**config.mk**
```make
export PLATFORM = sky130hd
export DESIGN_NAME = btw_front
export DESIGN_NICKNAME = d
export VERILOG_FILES = /design/src/hw/rtl/assert_macros.svh /design/src/hw/rtl/btw_pkg.sv /design/src/hw/rtl/btw_front.sv
export SDC_FILE = /design/constraint.sdc
export NUM_CORES = 1
export LEC_CHECK = 0
export BUFFER_PORTS_ARGS = -buffer_cell sky130_fd_sc_hd__buf_2
export CAP_MARGIN = 10
export CORE_MARGIN = 2
export CORE_UTILIZATION = 52
export CTS_CLUSTER_DIAMETER = 120
export DETAILED_ROUTE_END_ITERATION = 16
export PLACE_DENSITY = 0.84
export SLEW_MARGIN = 20
export SYNTH_ARGS = -nofsm -noshare
export SYNTH_HDL_FRONTEND = slang
export SYNTH_SLANG_ARGS = --single-unit
```
**constraint.sdc**
```tcl
create_clock -name i_clk -period 4.22 [get_ports i_clk]
set_clock_uncertainty 0.05 [all_clocks]
set_input_delay 0.211 -clock i_clk [delete_from_list [all_inputs] [get_ports i_clk]]
set_output_delay 0.211 -clock i_clk [all_outputs]
set_load 0.01 [all_outputs]
```
**src/hw/rtl/assert_macros.svh**
```systemverilog
// Assertion macros shared by the timeout wheel RTL
`ifndef ASSERT_MACROS_SVH
`define ASSERT_MACROS_SVH
// Check a property on every clock edge outside reset.
`define A_ALWAYS(label, clk, rst_n, prop, msg) \
    label: assert property (@(posedge clk) disable iff (!rst_n) (prop)) else $error(msg);
// Check that an antecedent implies a consequent in the next cycle.
`define A_NEXT(label, clk, rst_n, ante, cons, msg) \
    label: assert property (@(posedge clk) disable iff (!rst_n) (ante) |=> (cons)) else $error(msg);
`endif

```
**src/hw/rtl/btw_pkg.sv**
```systemverilog
// Shared types and constants of the timeout wheel
`timescale 1ns / 1ps
package btw_pkg;
    localparam int OP_SET = 0;
    localparam int OP_ADV = 1;
    localparam int WHEEL_SLOTS = 128;
    localparam int SLOT_W = $clog2(WHEEL_SLOTS);
    typedef struct packed {
        logic        op;
        logic [5:0]  fd;
        logic [15:0] seconds;
        logic [31:0] now_time;
    } t_item;
endpackage

```
**src/hw/rtl/btw_front.sv**
```systemverilog
// Front end: accepts input beats into a short queue
`timescale 1ns / 1ps
module btw_front
    import btw_pkg::*;
(
    input  logic  i_clk,
    input  logic  i_rst_n,
    input  logic  i_valid,
    output logic  o_ready,
    input  t_item i_item,
    output logic  o_valid,
    input  logic  i_ready,
    output t_item o_item
);
    t_item r_q [2];
    logic [1:0] r_cnt;
    logic r_rd, r_wr;
    logic push, pop;
    assign o_ready = (r_cnt != 2'd2);
    assign push = i_valid && o_ready;
    assign o_valid = (r_cnt != 2'd0);
    assign pop = o_valid && i_ready;
    assign o_item = r_q[r_rd];
    always_ff @(posedge i_clk) begin
        if (push) r_q[r_wr] <= i_item;
        if (!i_rst_n) begin
            r_cnt <= '0; r_rd <= 1'b0; r_wr <= 1'b0;
        end else begin
            if (push) r_wr <= ~r_wr;
            if (pop) r_rd <= ~r_rd;
            r_cnt <= r_cnt + {1'b0, push} - {1'b0, pop};
        end
    end
endmodule

```
* Word-level counts from Yosys, hierarchy flattened
Memory sizes are Yosys's and may differ from the RTL's. A register that Yosys moved wholly into a read port is not among the register bits.
Cells that the tools add are included.
** Cells by class
- Add/sub/neg operators :: 2
- Equal/unequal tests :: 1
- Mux-type cells :: 4
- Bitwise gates (word level) :: 2
- Reductions and logical operators :: 3
** Operators by type and width (count)
- $mux W1 :: 4
- $add A2 B1 Y2 :: 1
- $logic_and A1 B1 Y1 :: 2
- $ne A2 B2 Y1 const B :: 1
- $not A1 Y1 :: 2
- $reduce_bool A2 Y1 :: 1
- $sub A2 B1 Y2 :: 1
** Word-level totals
- Register bits after elaboration :: 4
- RAM bits :: 110
- Output and inout port bits :: 57
- Logic and storage cells :: 16
- Memories :: 1
** Memory list
- r_q :: depth 2, bits a word 55, rd ports 1, clocked after Yosys merged registers in 1, write ports 1, RTL line btw_front.sv:15 : t_item r_q [2];

* Longest topological paths before layout
- Depth after elaboration :: 4
- Mapped depth :: 8

* Least setup slack after synthesis
No wires, ideal clock.
- Kind :: register to register
- Start point :: reg r_cnt[0]
- End point :: mem r_q[0][0] (netlist name), enable pin
- Setup time :: 0.468 ns
- Arrival time :: 2.961 ns
- Required time :: 3.702 ns
- Setup slack :: 0.741 ns
- Stages on the path, launching flop included :: 4
- Buffers on the path :: 0
- Cells stage by stage :: dfxtp_1 > nand2b_1 > nand2_1 > nor2_1
** On the way
- Word-level cells in the longest chain between the ends :: 4
** RTL lines
- from (decl) :: RTL line btw_front.sv:16 : logic [1:0] r_cnt;
- from (signal assigned) :: RTL line btw_front.sv:31 : r_cnt <= r_cnt + {1'b0, push} - {1'b0, pop};
- $ne A2 B2 Y1 :: RTL line btw_front.sv:19 : assign o_ready = (r_cnt != 2'd2);
- net o_ready :: RTL line btw_front.sv:9 : output logic o_ready,
- $logic_and A1 B1 Y1 :: RTL line btw_front.sv:20 : assign push = i_valid && o_ready;
- $mux W1 :: RTL line btw_front.sv:25 : if (push) r_q[r_wr] <= i_item;
- $mux W1 (not written as such) :: RTL line btw_front.sv:25
- to (decl) :: RTL line btw_front.sv:15
The timed path passes the listed nets, and every way through them passes these cells.

==> Flow_metrics.wiki <==
{| class="wikitable"
! Metric !! Value
|-
| Average instance area after synthesis || 22.85 µm²
|-
| Effective utilization at floorplan || 53.95%
|-
| Clock latency of the later-clocked register in the worst-skew pair || 500 ps
|-
| Syn-to-layout area delta || 38.16%
|-
| Largest net degree at the start of global routing || 56
|-
| Total negative slack for setup checks || 0 ps
|-
| Unrepaired setup endpoints after global routing || false
|-
| Routed len/inst || 15.60 µm
|-
| Leading cell type in the layout, fill and taps excluded || buf_2
|-
| P_leak || 2.461 nW
|-
| Normalized max-slew margin || 34.23%
|-
| Initial antenna violation count || 0
|-
| Sequential-to-total area share from yosys stat || 76.38%
|-
| Post-cts resize count || 0
|-
| Post-CTS setup buffers || 0
|-
| Routability Congestion || 0.7173
|-
| Endpoint class of the critical path || primary output
|-
| Switching portion of total power || 25.41%
|-
| Clock tree from TritonCTS || done
|-
| Required time reported for the critical path endpoint || 3960 ps
|-
| Global-route wire length before repair || 11,610 µm
|-
| Die outline area || 9325 µm²
|-
| Net count, final || 442
|-
| Min Clock Period, post-route || 2346 ps
|-
| Initial detailed-routing violation count || 109
|-
| Class of the most critical setup path || reg -> out
|-
| Max rail drop VDD || 0.4376 mV
|-
| Final setup violation count || 0
|-
| Maxcap violations || 0
|-
| P per Cell Area || 581.4 nW/µm²
|-
| Net switching power || 0.9093 mW
|-
| Min-Delay Path Class || in -> reg
|-
| Max-slew violations || 0
|-
| Post-detail-place hpwl || 4661 µm
|-
| CTS root buf || clkbuf_8
|-
| Fmax || 0.4263 GHz
|-
| Distinct cells, synth || 18
|-
| Yosys warning count || 0
|-
| WL final || 7786 µm
|-
| Clock buffer count from CTS || 17
|-
| Horizontal die dimension || 96.57 µm
|-
| Number of vias per cell || 4.760
|-
| Number of H-tree levels || 4
|-
| Number of port buffers || 115
|-
| Smallest hold slack || 81.15 ps
|-
| Critical path peak fanout || 55
|-
| Combinational fraction of design power || 22.0%
|-
| Mapped cell area || 4456 µm²
|-
| Power share of the sequential group || 44.0%
|-
| Arrival time of the worst setup path || 2080 ps
|-
| All-Layer GR Usage || 17.65%
|-
| Total of flip-flops plus latches after synthesis || 115
|-
| Final hold vios || 0
|-
| Aggregate global routing overflow || 0
|-
| Share of the cycle needed by the critical path after routing || 55.59%
|-
| Reg clk slew, reported paths || 50 ps
|-
| DR DRC count || 0
|-
| Category of the worst setup path launch point || flop
|-
| Post-DRT Antenna Nets || 0
|-
| Worst slew pin tran || 986.5 ps
|-
| Diodes inserted || 0
|-
| First drt pass iteration count || 4
|-
| Run status || completed
|-
| Largest buffer count on any clock path || 2
|-
| Ports placed on the boundary || 116
|-
| Total nets after synthesis || 256
|-
| Synth Instances || 195
|-
| Internal power component || 2.669 mW
|-
| Clock sink total || 115
|-
| Relative contribution of the clock network to total power || 34.1%
|-
| Share of layout cells above drive strength 1 || 51.52%
|-
| Via count of the first global-routing pass || 2,485
|-
| Height of the die || 96.57 µm
|-
| Highest-count cells in the layout ignoring fill and taps || 115 x buf_2, 110 x edfxtp_1, 56 x dlygate4sd3_1, 50 x mux2_4, 16 x clkbuf_16
|-
| Area inside the core boundary || 8258 µm²
|-
| Row Count || 33
|-
| Routed via count || 2,375
|}
## sequential cells by signal, indices dropped and copies added (netlist names), named ones only
register / flops
r_q: 110
r_cnt: 2
r_wr: 1
r_rd: 1
## through the flow
stage | cells | util, % | worst slack, ps | power, mW | instance area, µm²
after CTS | 499 | 74.55 | 1815 | 3.618 | 6156
after global routing | 499 | 74.55 | 1779 | 3.739 | 6156
after global placement | 411 | 61.50 | 2057 | 2.326 | 5079
after detailed placement | 411 | 61.50 | 1883 | 2.352 | 5079
final | 499 | 74.55 | 1874 | 3.579 | 6156
after floorplan | 195 | - | 740.9 | 2.141 | 4456
## timing repair
action,in CTS,in global routing
endpoints found under the setup margin,0,0
hold endpoints to repair,115,0
hold buffers,56,0
## layer usage
metal  global-route usage [%]  part of all wire [%]
met5                        0                     0
met3                    6.362                   5.4
met2                    30.73                    52
met1                    19.57                    41
met4                    7.512                   1.8
## Yosys cell counts, drive strengths merged
cell | number | area share (%)
and2 | 2 | 0.28
and3 | 1 | 0.14
buf | 6 | 2.5
dfxtp | 5 | 2.2
edfxtp | 110 | 74
ha | 2 | 0.56
inv | 1 | 0.084
mux2 | 55 | 18
mux2i | 1 | 0.22
nand2 | 2 | 0.17
nand2b | 2 | 0.28
nor2 | 1 | 0.084
nor2b | 2 | 0.28
o21a | 1 | 0.17
or2 | 1 | 0.14
xnor2 | 3 | 0.59
## critical path, stage by stage (launching register included)
cell and delay, ps:
dfxtp_4 1010, mux2_2 440, buf_2 140
## power by group through the flow
stage	clock, mW	sequential [mW]	combinational (mW)
floorplan	0	1.50	0.641
detailed placement	0	1.60	0.752
global route	1.29	1.59	0.855
global placement	0	1.59	0.738
finish	1.22	1.57	0.786
CTS	1.24	1.58	0.796
## kinds of logic (layout without fill, tap and decap cells)
family,after synthesis,in the layout,share of synthesized area [%]
buffers and inverters,7,206,2.584
AO/OA/AOI/OAI,1,1,0.1686
adder cells (fa/ha/maj),2,2,0.5616
flip-flops,115,115,76.38
XOR/XNOR,3,3,0.5898
AND/OR/NAND/NOR,11,11,1.376
multiplexers,56,56,18.34
## path summary, 6_finish.rpt
check             startpoint         end  slack, ps  cells after the start
hold / removal       i_valid        r_wr         80                      3
hold reg to reg         r_wr        r_wr        480                      2
setup reg to reg    r_cnt[0]  r_q[0][32]       1950                      4
setup / recovery        flop   o_item[2]       1870                      2
## cell type report
cell class	instances	area [µm²]
repair buffers	173	1151
inverters	1	3.754
multi-input cells	73	945.9
clock inverters	12	91.34
clock buffers	20	425.4
well taps	105	131.4
fillers	522	2102
flip-flops and latches	115	3407
Power figures use the tool's default switching activity.
